$ cat src/rtl/core/idsp_pkg.sv
package idsp_pkg;

   // Request codes
   localparam logic [2:0] REQ_TICK     = 3'd0;
   localparam logic [2:0] REQ_WAKE     = 3'd1;
   localparam logic [2:0] REQ_ACTIVITY = 3'd2;
   localparam logic [2:0] REQ_MODE     = 3'd3;
   localparam logic [2:0] REQ_SHUTDOWN = 3'd4;

   // Register indexes on the csr port
   localparam logic [1:0] CSR_IDLE_TIMEOUT = 2'd0;
   localparam logic [1:0] CSR_DEEP_TIMEOUT = 2'd1;
   localparam logic [1:0] CSR_SETTLE       = 2'd2;

   // Sensor profile codes
   localparam logic [1:0] PROFILE_BALL = 2'd0;
   localparam logic [1:0] PROFILE_AIR  = 2'd1;
   localparam logic [1:0] PROFILE_IDLE = 2'd2;

   // Register reset values
   localparam logic [31:0] IDLE_TIMEOUT_RESET = 32'd60000;
   localparam logic [31:0] DEEP_TIMEOUT_RESET = 32'd1800000;
   localparam logic [15:0] SETTLE_RESET       = 16'd50;

   // Register set seen by the state unit
   typedef struct packed {
      logic [31:0] idle_timeout_ticks;
      logic [31:0] deep_timeout_ticks;
      logic [15:0] settle_ticks;
   } idsp_cfg_type;

   // One result beat
   typedef struct packed {
      logic       system_off;
      logic       idle_sleep;
      logic       ir_enable;
      logic [1:0] sensor_profile;
      logic       report_permit;
      logic       entered_idle;
      logic       woke_from_idle;
   } idsp_rsp_type;

endpackage

$ cat src/rtl/core/idsp_state.sv
module idsp_state (
   input  logic                  clock,
   input  logic                  reset,
   input  logic                  item_accept,
   input  logic [2:0]            req_type,
   input  logic                  wake_from_imu,
   input  logic                  ball_mode,
   input  logic                  usb_host,
   input  idsp_pkg::idsp_cfg_type cfg,
   output idsp_pkg::idsp_rsp_type result
);
   import idsp_pkg::*;

   logic [31:0] idle_count_ff, idle_count_in;
   logic [31:0] deep_count_ff, deep_count_in;
   logic [15:0] settle_count_ff, settle_count_in;
   logic        is_idle_ff, is_idle_in;
   logic        ir_allowed_ff, ir_allowed_in;
   logic        has_woken_ff, has_woken_in;
   logic        is_off_ff, is_off_in;
   logic        entered;
   logic        woke;
   logic [31:0] idle_inc;
   logic [31:0] deep_inc;

   // Saturating increments
   assign idle_inc = (idle_count_ff == '1) ? idle_count_ff : idle_count_ff + 32'd1;
   assign deep_inc = (deep_count_ff == '1) ? deep_count_ff : deep_count_ff + 32'd1;

   // Next state for one beat
   always_comb begin
      idle_count_in   = idle_count_ff;
      deep_count_in   = deep_count_ff;
      settle_count_in = settle_count_ff;
      is_idle_in      = is_idle_ff;
      ir_allowed_in   = ir_allowed_ff;
      has_woken_in    = has_woken_ff;
      is_off_in       = is_off_ff;
      entered         = 1'b0;
      woke            = 1'b0;
      if (!is_off_ff) begin
         case (req_type)
            REQ_TICK: begin
               if (settle_count_ff != '1) begin
                  settle_count_in = settle_count_ff + 16'd1;
               end
               if (usb_host) begin
                  if (is_idle_ff) begin
                     is_idle_in      = 1'b0;
                     has_woken_in    = 1'b1;
                     settle_count_in = '0;
                     woke            = 1'b1;
                  end
                  idle_count_in = '0;
                  deep_count_in = '0;
               end else begin
                  idle_count_in = idle_inc;
                  deep_count_in = deep_inc;
                  if (deep_inc > cfg.deep_timeout_ticks) begin
                     is_off_in = 1'b1;
                  end else if (idle_inc > cfg.idle_timeout_ticks && !is_idle_ff) begin
                     is_idle_in = 1'b1;
                     entered    = 1'b1;
                  end
               end
            end
            REQ_WAKE: begin
               if (is_idle_ff) begin
                  is_idle_in      = 1'b0;
                  has_woken_in    = 1'b1;
                  settle_count_in = '0;
                  woke            = 1'b1;
               end
               idle_count_in = '0;
               // IMU motion while idle does not postpone deep sleep
               if (!(is_idle_ff && wake_from_imu)) begin
                  deep_count_in = '0;
               end
            end
            REQ_ACTIVITY: begin
               idle_count_in = '0;
               deep_count_in = '0;
            end
            REQ_MODE: begin
               ir_allowed_in = ball_mode;
            end
            REQ_SHUTDOWN: begin
               is_off_in = 1'b1;
            end
            default: begin
            end
         endcase
      end
   end

   // Status after the beat
   always_comb begin
      result.system_off     = is_off_in;
      result.idle_sleep     = is_idle_in;
      result.ir_enable      = !is_off_in && !is_idle_in && ir_allowed_in;
      result.sensor_profile = is_idle_in ? PROFILE_IDLE :
                              (ir_allowed_in ? PROFILE_BALL : PROFILE_AIR);
      result.report_permit  = !is_off_in && !is_idle_in &&
                              (!has_woken_in || settle_count_in >= cfg.settle_ticks);
      result.entered_idle   = entered && !is_off_in;
      result.woke_from_idle = woke && !is_off_in;
   end

   // Advance state on an accepted beat
   always_ff @(posedge clock) begin
      if (reset) begin
         idle_count_ff   <= '0;
         deep_count_ff   <= '0;
         settle_count_ff <= '0;
         is_idle_ff      <= 1'b0;
         ir_allowed_ff   <= 1'b1;
         has_woken_ff    <= 1'b0;
         is_off_ff       <= 1'b0;
      end else if (item_accept) begin
         idle_count_ff   <= idle_count_in;
         deep_count_ff   <= deep_count_in;
         settle_count_ff <= settle_count_in;
         is_idle_ff      <= is_idle_in;
         ir_allowed_ff   <= ir_allowed_in;
         has_woken_ff    <= has_woken_in;
         is_off_ff       <= is_off_in;
      end
   end

   a_off_sticky: assert property (@(posedge clock) disable iff (reset)
      is_off_ff |=> is_off_ff)
      else $error("off state left without reset");

   a_usb_clears: assert property (@(posedge clock) disable iff (reset)
      (item_accept && !is_off_ff && req_type == REQ_TICK && usb_host)
      |=> (idle_count_ff == '0 && deep_count_ff == '0 && !is_idle_ff))
      else $error("usb host tick did not clear counters");

   a_pulses_exclusive: assert property (@(posedge clock) disable iff (reset)
      !(result.entered_idle && result.woke_from_idle))
      else $error("enter and wake pulses on one beat");

   a_off_freezes: assert property (@(posedge clock) disable iff (reset)
      is_off_ff |=> ($stable(idle_count_ff) && $stable(is_idle_ff)
                     && $stable(ir_allowed_ff)))
      else $error("state moved while off");

endmodule

$ cat src/rtl/core/idsp_rsp.sv
module idsp_rsp (
   input  logic                   clock,
   input  logic                   reset,
   input  logic                   load,
   input  idsp_pkg::idsp_rsp_type result,
   input  logic                   rsp_stall,
   output logic                   rsp_valid,
   output logic                   room,
   output idsp_pkg::idsp_rsp_type rsp_beat
);
   import idsp_pkg::*;

   logic         valid_ff, valid_in;
   idsp_rsp_type beat_ff;

   // Free when empty or being drained this cycle
   assign room     = !valid_ff || !rsp_stall;
   assign valid_in = load || (valid_ff && rsp_stall);

   always_ff @(posedge clock) begin
      if (reset) begin
         valid_ff <= 1'b0;
      end else begin
         valid_ff <= valid_in;
      end
   end

   // Hold the beat until it is taken
   always_ff @(posedge clock) begin
      if (load) begin
         beat_ff <= result;
      end
   end

   assign rsp_valid = valid_ff;
   assign rsp_beat  = beat_ff;

   a_no_overwrite: assert property (@(posedge clock) disable iff (reset)
      (valid_ff && rsp_stall) |-> !load)
      else $error("pending result overwritten");

   a_load_shows: assert property (@(posedge clock) disable iff (reset)
      load |=> valid_ff)
      else $error("loaded result not presented");

   a_off_quiet: assert property (@(posedge clock) disable iff (reset)
      (valid_ff && beat_ff.system_off) |-> (!beat_ff.ir_enable && !beat_ff.report_permit))
      else $error("off result with outputs active");

endmodule

$ cat src/rtl/core/idle_deep_sleep_power_controller.sv
// Power-mode controller for a battery mouse. Each request beat (tick, wake,
// activity, mode or shutdown) returns exactly one response beat with the
// status after that request. One request is taken per clock cycle: the
// state update is a single combinational pass into one response register,
// so a beat is accepted whenever that register is empty or is being drained
// in the same cycle, and its response appears on the next cycle. req_stall
// follows rsp_stall combinationally while a response is pending. The csr
// port is always ready; a register write takes effect from the next cycle.
// Index 0 is the idle timeout, 1 the deep-sleep timeout, 2 the settle time;
// other indexes are ignored.
module idle_deep_sleep_power_controller (
   input  logic        clock,
   input  logic        reset,
   // request channel
   input  logic        req_valid,
   output logic        req_stall,
   input  logic [2:0]  req_type,
   input  logic        req_wake_from_imu,
   input  logic        req_ball_mode,
   input  logic        req_usb_host,
   // response channel
   output logic        rsp_valid,
   input  logic        rsp_stall,
   output logic        rsp_system_off,
   output logic        rsp_idle_sleep,
   output logic        rsp_ir_enable,
   output logic [1:0]  rsp_sensor_profile,
   output logic        rsp_report_permit,
   output logic        rsp_entered_idle,
   output logic        rsp_woke_from_idle,
   // register write channel
   input  logic        csr_valid,
   output logic        csr_ready,
   input  logic [1:0]  csr_index,
   input  logic [31:0] csr_data
);
   import idsp_pkg::*;

   idsp_cfg_type cfg_ff;
   idsp_rsp_type result;
   idsp_rsp_type rsp_beat;
   logic         room;
   logic         item_accept;

   assign csr_ready   = 1'b1;
   assign req_stall   = !room;
   assign item_accept = req_valid && room;

   // Register writes
   always_ff @(posedge clock) begin
      if (reset) begin
         cfg_ff.idle_timeout_ticks <= IDLE_TIMEOUT_RESET;
         cfg_ff.deep_timeout_ticks <= DEEP_TIMEOUT_RESET;
         cfg_ff.settle_ticks       <= SETTLE_RESET;
      end else if (csr_valid && csr_ready) begin
         case (csr_index)
            CSR_IDLE_TIMEOUT: cfg_ff.idle_timeout_ticks <= csr_data;
            CSR_DEEP_TIMEOUT: cfg_ff.deep_timeout_ticks <= csr_data;
            CSR_SETTLE:       cfg_ff.settle_ticks       <= csr_data[15:0];
            default: begin
            end
         endcase
      end
   end

   idsp_state u_state (
      .clock         (clock),
      .reset         (reset),
      .item_accept   (item_accept),
      .req_type      (req_type),
      .wake_from_imu (req_wake_from_imu),
      .ball_mode     (req_ball_mode),
      .usb_host      (req_usb_host),
      .cfg           (cfg_ff),
      .result        (result)
   );

   idsp_rsp u_rsp (
      .clock     (clock),
      .reset     (reset),
      .load      (item_accept),
      .result    (result),
      .rsp_stall (rsp_stall),
      .rsp_valid (rsp_valid),
      .room      (room),
      .rsp_beat  (rsp_beat)
   );

   assign rsp_system_off     = rsp_beat.system_off;
   assign rsp_idle_sleep     = rsp_beat.idle_sleep;
   assign rsp_ir_enable      = rsp_beat.ir_enable;
   assign rsp_sensor_profile = rsp_beat.sensor_profile;
   assign rsp_report_permit  = rsp_beat.report_permit;
   assign rsp_entered_idle   = rsp_beat.entered_idle;
   assign rsp_woke_from_idle = rsp_beat.woke_from_idle;

endmodule
$ cat config.mk
export PLATFORM = sky130hd
export DESIGN_NAME = idle_deep_sleep_power_controller
export DESIGN_NICKNAME = d
export VERILOG_FILES = /design/src/rtl/core/idsp_pkg.sv /design/src/rtl/core/idsp_state.sv /design/src/rtl/core/idsp_rsp.sv /design/src/rtl/core/idle_deep_sleep_power_controller.sv
export SDC_FILE = /design/constraint.sdc
export NUM_CORES = 1
export LEC_CHECK = 0
export BUFFER_PORTS_ARGS = -buffer_cell sky130_fd_sc_hd__buf_2
export CAP_MARGIN = 20
export CORE_ASPECT_RATIO = 0.75
export CORE_MARGIN = 2
export CORE_UTILIZATION = 34
export DETAILED_ROUTE_END_ITERATION = 8
export GPL_ROUTABILITY_DRIVEN = 0
export PLACE_DENSITY = 0.53
export SYNTH_ARGS = -nofsm -noshare
export SYNTH_HDL_FRONTEND = slang
export SYNTH_SLANG_ARGS = --single-unit
$ cat constraint.sdc
create_clock -name clock -period 6.6 [get_ports clock]
set_input_delay 0.33 -clock clock [delete_from_list [all_inputs] [get_ports clock]]
set_output_delay 0.33 -clock clock [all_outputs]
set_load 0.02 [all_outputs]
==> results of run 1 <==
layout make-up:
class                   count  share of cell area (%)
inverters                  98                   3.169
clock inverters            14                   1.487
multi-input cells        1009                   53.55
well taps                 399                   4.301
clock buffers              18                   3.783
repair buffers             67                   3.190
flip-flops and latches    173                   30.52
flip-flops by register name, indices dropped and copies added, names as in the netlist, 8 cells and up:
name                     flops
u_rsp.rsp_beat               8
u_state.settle_count_ff     16
u_state.idle_count_ff       32
cfg_ff                      80
u_state.deep_count_ff       32
synthesized netlist by cell type (9+ instances only):
| library cell | number |
|---|---|
| a21oi_1 | 144 |
| nand2_1 | 230 |
| dfxtp_1 | 165 |
| o21ai_0 | 73 |
| nor2_1 | 88 |
| a31oi_1 | 34 |
| a21o_1 | 12 |
| nand3_1 | 36 |
| inv_1 | 97 |
| o31ai_1 | 21 |
| ha_1 | 83 |
| and3_1 | 15 |
| xor2_1 | 19 |
| xnor2_1 | 44 |
| or3_1 | 11 |
| clkbuf_1 | 55 |
| a22o_1 | 15 |
| o211ai_1 | 14 |
| and4_1 | 9 |
| nand4_1 | 33 |
| nor3_1 | 23 |
worst max path at each step:
stage	endpoint	slack, ns
final	u_rsp.rsp_beat[1]	1.62
after global routing	u_rsp.rsp_beat[1]	0.93
after CTS	u_rsp.rsp_beat[5]	1.57
after detailed placement	u_rsp.rsp_beat[5]	1.58
after global placement	u_rsp.rsp_beat[5]	1.63
after floorplan	u_rsp.rsp_beat[2]	2.65
power by group through the flow:
stage / clock [W] / combinational [W] / sequential [W]
3_3_place_gp: 0 / 0.000196 / 0.00112
6_report: 0.00108 / 0.000198 / 0.00109
2_1_floorplan: 0 / 0.000122 / 0.00112
4_1_cts: 0.00110 / 0.000199 / 0.00109
3_5_place_dp: 0 / 0.000198 / 0.00112
5_1_grt: 0.00114 / 0.000222 / 0.00110
critical path, cell delays in order (launching register included):
cell	delay, ns
dfxtp_1	0.48
nand4_2	0.22
nor4_1	0.83
o2111ai_2	0.45
nor3_1	0.46
xor2_1	0.13
ha_1	0.31
nand4_1	0.15
nor4_1	0.55
a31oi_1	0.30
o41ai_1	0.71
nor4_1	0.10
cell families (layout without fill, tap and decap cells):
kind of cell	count (synthesis)	after routing	synth area share (%)
other	1	1	0.03608
AO/OA/AOI/OAI	357	357	20.86
buffers and inverters	171	197	6.320
adder cells (fa/ha/maj)	83	83	9.992
AND/OR/NAND/NOR	500	500	22.86
flip-flops	173	173	34.09
multiplexers	5	5	0.5296
XOR/XNOR	63	63	5.309
per-layer routing:
layer,share of wire (%),vias to the layer above,GRT usage [%]
met1,53,4338,28.48
li1,-,4776,-
met2,41,179,26.05
met3,4.5,15,3.058
met4,1.0,0,4.286
met5,0,-,0
metrics by stage:
stage                     instance area [um^2]  instances  total power [W]  hold WS (ns)
after floorplan                          10390       1353         0.001239        0.4363
after global placement                   10990       1745         0.001312        0.4422
after detailed placement                 10990       1745         0.001315        0.4470
after CTS                                11600       1777         0.002390        0.1033
after global routing                     11610       1778         0.002460        0.1398
final                                    11610       1778         0.002371        0.1147
==> metrics.cfg, run 1 <==
[timing]
fin_ws_ns = 1.625
relSlewSlack_pct = 28.15
setup_tns_ns = 0
tightest_slew_ns = 1.078
finalCritPeriodShare_pct = 75.38
rsz0062_at_grt = false
worst_clock_skew_ns = 0.01254
fmax_mhz = 201.0
finalCriticalPeriod_ns = 4.975
setup_viol = 0
hold_viol_final = 0
drv_slew = 0

[synth]
yosysTopAreaCellShare_pct = 31.78
syn_area_per_cell_um2 = 7.682
ys_seq_elements = 173
ys_seq_area_share_pct = 34.09
synth-edff-count = 8
ys_warn_count = 0
ys_types = 69
ys.flop_type = dfxtp_1
yosys-top-cells-area = dfxtp_1 32%, ha_1 10%, nand2_1 8.3%
synth_area_um2 = 10390
synth_fp_nets = 1481
async_flop_share_pct = 0
synth_area_leader_cell = dfxtp_1
synthCells = 1353

[clock_tree]
clock_path_buffers = 2
cts_buffers = 17
cts_resized = 0
cts_tree = yes
clkLatencyLatePin_ns = 0.45
htreeDepth = 4
root_buffer = clkbuf_16
cts.hold.buffers_added = 0
post-cts-setup-buffer-count = 0
clock_sinks = 173
clkTransAtPathRegs_ns = 0.08

[power_and_ir_drop]
irDropWorstVdd_mv = 0.1284
power_frac_clock_pct = 45.6
seqPwrFrac_pct = 46.0
p_sw_w = 0.0006430
sw_frac_of_total_pct = 27.12
powerDensity_nw_per_um2 = 204.2
p_leak_nw = 4.573
p_int_w = 0.001728
comb_power_share_pct = 8.4

[setup_path]
cp-end-kind = flop
startpoint = u_state.deep_count_ff[2]
cp.arrival_ns = 5.14
r2r_slack_ns = 1.62
r2r_cells = 11
worstSetupPathType = flop to flop
reg2reg_from = u_state.deep_count_ff[2]
r2r_end = u_rsp.rsp_beat[1]
start_kind = flop
crit_required_ns = 6.77
critPathMaxFanout = 8

[route]
drt_iter0_drc = 716
firstDrtPassIters = 5
drc = 0
ant_nets = 0
wirelength_um = 28940
vias = 9308
wl_per_cell_um = 16.28
vias_per_cell = 5.235

[global_routing]
grt_pass1_wl_um = 46170
antenna_found_initial = 0
gr-total-overflow = 0
grt_max_degree = 60
grt_pass1_vias = 8385
grtUsageTotal_pct = 18.37

[min_path]
hold_path.class = input pin to flop
worstHoldEndpoint = u_rsp.rsp_valid
hp-start = req_valid
holdPathStages = 3

[cells_and_area]
fin_util_pct = 38.51
area_growth_pct = 11.69
nFillCells = 3187
antenna_cells = 0
multiInputGateArea_um2 = 6216
ff_latch_area_um2 = 3543
final_cell_mix = 230 x nand2_1, 165 x dfxtp_1, 144 x a21oi_1
final_nets = 1494
layout-drive-gt1-share_pct = 8.992
layout_commonest_cell = nand2_1

[status]
status = finished clean

[place]
hpwl_um = 21250
post-place-ws_ns = 1.577
port_buffers = 54

[floorplan]
boundaryPins = 56
die_h_um = 155.4
die_x_um = 205.9
start_util_pct = 34.48
coreArea_um2 = 30140
rows = 55
die_area_um2 = 32000

[job]
max_cap_violations = 0

Note: power is estimated with default switching activity, not from simulation.
==> inputs of run 2 (changes only) <==
clock period = 4.8 ns   (was 6.6 ns; I/O delays follow)
==> run 2 against run 1 <==
Against the previous run:
- sequential cell count stayed put
- via count is 1.2% higher
- die area stayed put
- largest cell class unchanged
- sequential share of layout area is 0.17 points lower
- largest power group unchanged
==> metrics.cfg, run 2 (synthesized netlist as in run 1, its figures left out) <==
[min_path]
hold_path.class = input pin to flop
holdPathStages = 3  ; unchanged
worstHoldEndpoint = cfg_ff[72]
hp-start = csr_data[24]

[cells_and_area]
top_regs = cfg_ff: 80 flops, u_state.deep_count_ff: 32 flops, u_state.idle_count_ff: 32 flops
largest_reg_flops = 80  ; unchanged
layout-drive-gt1-share_pct = 10.10  ; +1.1 points
final_cell_mix = 230 x nand2_1, 165 x dfxtp_1, 144 x a21oi_1
antenna_cells = 0  ; unchanged
largest-register = cfg_ff
layout_commonest_cell = nand2_1
area_growth_pct = 12.30
final_nets = 1511  ; +1.1%

[power_and_ir_drop]
sw_frac_of_total_pct = 27.77  ; +0.65 points
p_int_w = 0.002249  ; +30%
comb_power_share_pct = 8.8  ; +0.4 points
power_frac_clock_pct = 43.0  ; -2.6 points
irDropWorstVdd_mv = 0.2140  ; +67%
powerDensity_nw_per_um2 = 266.8  ; +31%
p_sw_w = 0.0008648  ; +34%
seqPwrFrac_pct = 48.2  ; +2.2 points
p_leak_nw = 4.627  ; +1.2%

[floorplan]
die_h_um = 155.4  ; unchanged
boundaryPins = 56  ; unchanged
start_util_pct = 34.48  ; unchanged
die_x_um = 205.9  ; unchanged
die_area_um2 = 32000  ; unchanged
rows = 55  ; unchanged
coreArea_um2 = 30140  ; unchanged

[setup_path]
crit_required_ns = 4.96  ; -1.81 ns
critPathMaxFanout = 13  ; +5
worstSetupPathType = flop to flop
r2r_cells = 14  ; +3
start_kind = flop
r2r_slack_ns = 0.33  ; -1.29 ns
reg2reg_from = u_state.deep_count_ff[3]
cp-end-kind = flop
cp.arrival_ns = 4.63  ; -0.51 ns
r2r_end = u_rsp.rsp_beat[1]

[clock_tree]
root_buffer = clkbuf_16
clkTransAtPathRegs_ns = 0.08  ; about the same
cts_buffers = 17  ; unchanged
cts.hold.buffers_added = 0  ; unchanged
clock_sinks = 173  ; unchanged
clock_path_buffers = 2  ; unchanged
clkLatencyLatePin_ns = 0.45  ; about the same
cts_tree = yes
htreeDepth = 4  ; unchanged

[timing]
tightest_slew_ns = 1.159  ; +0.08140 ns
rsz0062_at_grt = false
relSlewSlack_pct = 22.43  ; -5.7 points
finalCriticalPeriod_ns = 4.466  ; -0.5089 ns
fmax_mhz = 223.9  ; +11%
hold_viol_final = 0  ; unchanged
setup_tns_ns = 0  ; unchanged
worst_hold_slack_ns = 0.04087  ; -0.07379 ns
finalCritPeriodShare_pct = 93.05  ; +18 points
drv_slew = 0  ; unchanged
setup_viol = 0  ; unchanged
worst_clock_skew_ns = 0.01110  ; -0.001441 ns

[route]
vias_per_cell = 5.246  ; +0.20%
vias = 9416  ; +1.2%
firstDrtPassIters = 5  ; unchanged
drt_iter0_drc = 735  ; +2.7%
drc = 0  ; unchanged
ant_nets = 0  ; unchanged
wirelength_um = 29250  ; +1.1%
wl_per_cell_um = 16.30  ; +0.11%

[global_routing]
grtUsageTotal_pct = 18.79  ; +0.41 points
grt_pass1_wl_um = 47410  ; +2.7%
grt_pass1_vias = 8673  ; +3.4%
antenna_found_initial = 0  ; unchanged
grt_max_degree = 56  ; -6.7%
gr-total-overflow = 0  ; unchanged

[place]
hpwl_um = 21490  ; +1.1%
port_buffers = 54  ; unchanged

[status]
status = finished clean

[job]
max_cap_violations = 0  ; unchanged

## run 2: area by class of cell
type | instances | area (um^2)
Clock buffer | 19 | 432.9
Clock inverter | 13 | 107.6
Fill cell | 3112 | 18470
Inverter | 98 | 367.9
Multi-Input combinational cell | 1009 | 6223
Sequential cell | 173 | 3543
Tap cell | 399 | 499.2
Timing Repair Buffer | 84 | 498.0
## run 2: per-layer routing
layer / track usage [%] / wire length, um / vias up
met5: 0 / 0 / -
met4: 4.218 / 334 / 0
met3: 3.016 / 1301 / 24
met2: 26.86 / 12000 / 198
met1: 29.08 / 15620 / 4387
li1: - / - / 4807
## run 2: power by group through the flow
stage | logic, W | registers (W) | clock network, W
after floorplan | 0.000168 | 0.00154 | 0
after global placement | 0.000269 | 0.00153 | 0
after detailed placement | 0.000271 | 0.00154 | 0
after CTS | 0.000273 | 0.00150 | 0.00136
after global routing | 0.000307 | 0.00151 | 0.00142
final | 0.000274 | 0.00150 | 0.00134
## run 2: timing repair
item                                    4_1_cts  5_1_grt
hold endpoints to repair                      0        0
endpoints found under the setup margin        0        6
resized for setup                             0        2
buffers inserted                              0        0
## run 2: how the worst max path moves through the flow
stage                                   startpoint                end  cells past startpoint
after floorplan           u_state.deep_count_ff[2]  u_rsp.rsp_beat[2]                     16
after global placement    u_state.deep_count_ff[3]  u_rsp.rsp_beat[5]                     14
after detailed placement  u_state.idle_count_ff[4]  u_rsp.rsp_beat[5]                     14
after CTS                 u_state.idle_count_ff[4]  u_rsp.rsp_beat[5]                     14
after global routing      u_state.idle_count_ff[4]  u_rsp.rsp_beat[3]                     14
final                     u_state.deep_count_ff[3]  u_rsp.rsp_beat[1]                     14
## run 2: stage by stage
step | setup slack, ns | power [W] | area (um^2) | cells | util [%]
after floorplan | 0.8497 | 0.001704 | 10390 | 1353 | -
after global placement | 0.4759 | 0.001803 | 11120 | 1763 | 36.91
after detailed placement | 0.3695 | 0.001807 | 11120 | 1763 | 36.91
after CTS | 0.3571 | 0.003137 | 11660 | 1795 | 38.70
after global routing | 0.002882 | 0.003238 | 11670 | 1795 | 38.73
final | 0.3337 | 0.003114 | 11670 | 1795 | 38.73
## run 2: worst max-delay path, cell delays in order (launching register included)
cell	delay (ns)
dfxtp_1	0.44
nand4_2	0.22
or4_4	0.61
nor4_4	0.26
nor4_2	0.06
buf_4	0.18
and3_1	0.21
xor2_1	0.15
ha_1	0.32
nand4_1	0.19
nor4_1	0.35
buf_4	0.17
a31oi_1	0.17
o41ai_1	0.73
nor4_1	0.10
==> inputs of run 3 (changes only) <==
ABC_AREA = 1   (was not set)
==> run 3 against run 2 <==
Against the previous run:
- via count is 3.5% higher
- total power up 6.7%
- core utilization down 0.44 points
- critical path depth grew 4
- design area up 2.7%
- sequential share of layout area is 0.80 points lower
- register-to-register slack improved by 0.83 ns
- sequential power is essentially flat
- sequential cell count unchanged
- combinational power rose by 29%
- global-route usage down 0.75 points
- synthesized cell count increased by 13%
==> metrics.cfg, run 3 <==
[min_path]
hold_path.class = input pin to flop

[cells_and_area]
ff_latch_area_um2 = 3543  ; unchanged
area_growth_pct = 10.80
final_nets = 1680  ; +11%
final_cell_mix = 369 x nand2_1, 182 x a21oi_1, 177 x inv_1
top_regs = cfg_ff: 80 flops, u_state.deep_count_ff: 32 flops, u_state.idle_count_ff: 32 flops
multiInputGateArea_um2 = 6295  ; +1.1%
nFillCells = 3293  ; +5.8%
largest_reg_flops = 80  ; unchanged
layout-drive-gt1-share_pct = 12.46  ; +2.4 points
antenna_cells = 0  ; unchanged
largest-register = cfg_ff
layout_commonest_cell = nand2_1

[timing]
setup_tns_ns = 0  ; unchanged
fmax_mhz = 275.4  ; +23%
drv_slew = 0  ; unchanged
worst_hold_slack_ns = 0.03533  ; -0.005541 ns
rsz0062_at_grt = false
setup_viol = 0  ; unchanged
relSlewSlack_pct = 31.25  ; +8.8 points
finalCriticalPeriod_ns = 3.632  ; -0.8346 ns
worst_clock_skew_ns = 0.01267  ; +0.001572 ns
hold_viol_final = 0  ; unchanged
tightest_slew_ns = 1.031  ; -0.1279 ns
finalCritPeriodShare_pct = 75.66  ; -17 points

[global_routing]
grt_pass1_wl_um = 47680  ; +0.57%
grtUsageTotal_pct = 18.04  ; -0.75 points
use_met3_pct = 2.821  ; -0.20 points
use_met1_pct = 26.22  ; -2.9 points
use_met2_pct = 28.00  ; +1.1 points
grt_pass1_vias = 8960  ; +3.3%
grt_max_degree = 77  ; +38%
antenna_found_initial = 0  ; unchanged
top_usage_layer = met2
gr-total-overflow = 0  ; unchanged

[route]
firstDrtPassIters = 6  ; +1
drc = 0  ; unchanged
ant_nets = 0  ; unchanged
wl_per_cell_um = 14.82  ; -9.0%
vias_per_cell = 4.946  ; -5.7%
drt_iter0_drc = 677  ; -7.9%
vias = 9748  ; +3.5%
wirelength_um = 29210  ; -0.13%

[setup_path]
crit_required_ns = 4.98  ; +0.02 ns
cp-end-kind = flop
critPathMaxFanout = 31  ; +18
start_kind = flop
cp.arrival_ns = 3.81  ; -0.82 ns
worstSetupPathType = flop to flop

[synth]
synthCells = 1526  ; +13%
ys_seq_area_share_pct = 32.74  ; -1.3 points
ys_warn_count = 0  ; unchanged
ys_seq_elements = 173  ; unchanged
synth_area_leader_cell = dfxtp_1
ys_types = 54  ; -22%
synth-edff-count = 8  ; unchanged
synth_area_um2 = 10820  ; +4.1%
synth_commonest_cells = 369 x nand2_1, 182 x a21oi_1, 178 x inv_1, 165 x dfxtp_1, 102 x nor2_1
syn_area_per_cell_um2 = 7.092  ; -7.7%
yosysTopAreaCellShare_pct = 30.52  ; -1.3 points
synth_fp_nets = 1654  ; +12%
yosys-top-cells-area = dfxtp_1 31%, nand2_1 13%, ha_1 9.6%
ys.flop_type = dfxtp_1
async_flop_share_pct = 0  ; unchanged
synth.most_common_cell = nand2_1

[floorplan]
die_x_um = 210.0  ; +2.0%
boundaryPins = 56  ; unchanged
coreArea_um2 = 31320  ; +3.9%
die_area_um2 = 33290  ; +4.0%
die_h_um = 158.5  ; +2.0%
start_util_pct = 34.55  ; +0.069 points
rows = 56  ; +1.8%

[clock_tree]
cts_tree = yes
cts.hold.buffers_added = 0  ; unchanged
cts_buffers = 17  ; unchanged
root_buffer = clkbuf_16
clkTransAtPathRegs_ns = 0.08  ; about the same
clock_path_buffers = 2  ; unchanged
cts_resized = 0  ; unchanged
clkLatencyLatePin_ns = 0.44  ; about the same
clock_sinks = 173  ; unchanged
htreeDepth = 4  ; unchanged
post-cts-setup-buffer-count = 0  ; unchanged

[power_and_ir_drop]
irDropWorstVdd_mv = 0.2319  ; +8.4%
powerDensity_nw_per_um2 = 277.2  ; +3.9%
p_leak_nw = 5.202  ; +12%

[place]
hpwl_um = 22130  ; +3.0%
port_buffers = 54  ; unchanged

[job]
max_cap_violations = 0  ; unchanged

[status]
status = finished clean

-- run 3: kinds of logic after synthesis --
group                    count (synthesis)  share of synthesized area (%)
AND/OR/NAND/NOR                        628                          26.16
flip-flops                             173                          32.74
buffers and inverters                  243                          9.169
other                                    1                        0.03465
adder cells (fa/ha/maj)                 83                          9.597
AO/OA/AOI/OAI                          336                          17.20
XOR/XNOR                                62                          5.087
-- run 3: path summary, 6_finish.rpt --
path | endpoint | slack [ns] | start | depth (start not counted)
worst max-delay path | u_rsp.rsp_beat[5] | 1.17 | u_state.idle_count_ff[0] | 18
worst min-delay path | cfg_ff[33] | 0.04 | csr_data[17] | 3
worst max register to register | u_rsp.rsp_beat[5] | 1.17 | u_state.idle_count_ff[0] | 18
worst min register to register | cfg_ff[65] | 0.46 | cfg_ff[65] | 2
-- run 3: through the flow --
step	utilization [%]	cell area, um^2	total power (W)	setup WS [ns]	std cells
after floorplan	-	10820	0.001794	1.942	1526
after global placement	36.37	11390	0.001903	1.236	1939
after detailed placement	36.37	11390	0.001910	1.190	1939
after CTS	38.28	11990	0.003361	1.161	1971
after global routing	38.28	11990	0.003469	0.8823	1971
final	38.28	11990	0.003324	1.168	1971
-- run 3: where the power goes --
group	switching [W]	internal, W
sequential	0.0000257	0.00150
clock	0.000679	0.000768
combinational	0.000240	0.000114
total	0.000944	0.00238
-- run 3: routing by layer --
metal | share of wire (%) | wire [um]
met4 | 0.98 | 286
met5 | 0 | 0
met2 | 42 | 12400
met1 | 53 | 15560
met3 | 3.3 | 973
-- run 3: worst max-delay path: stages (launching register included) --
cell and delay (ns):
dfxtp_1 0.37, ha_1 0.26, and3_1 0.24, nand2_1 0.15
nor2_2 0.08, nand2_4 0.40, nand2_2 0.12, ha_1 0.33
nand2_1 0.09, nor3_1 0.40, nand2_1 0.10, nand2_1 0.07
nand2_1 0.05, a21oi_1 0.25, nand2_1 0.11, nand2_1 0.08
nand2_1 0.08, nand2_1 0.11, nor2_1 0.04
-- run 3: area by class of cell --
cell class	instances	area share [%]
inverter	186	5.833
multi-input combinational	1110	52.50
sequential	173	29.55
tap	406	4.237
clock buffer	19	3.778
timing repair buffer	64	2.880
clock inverter	13	1.221
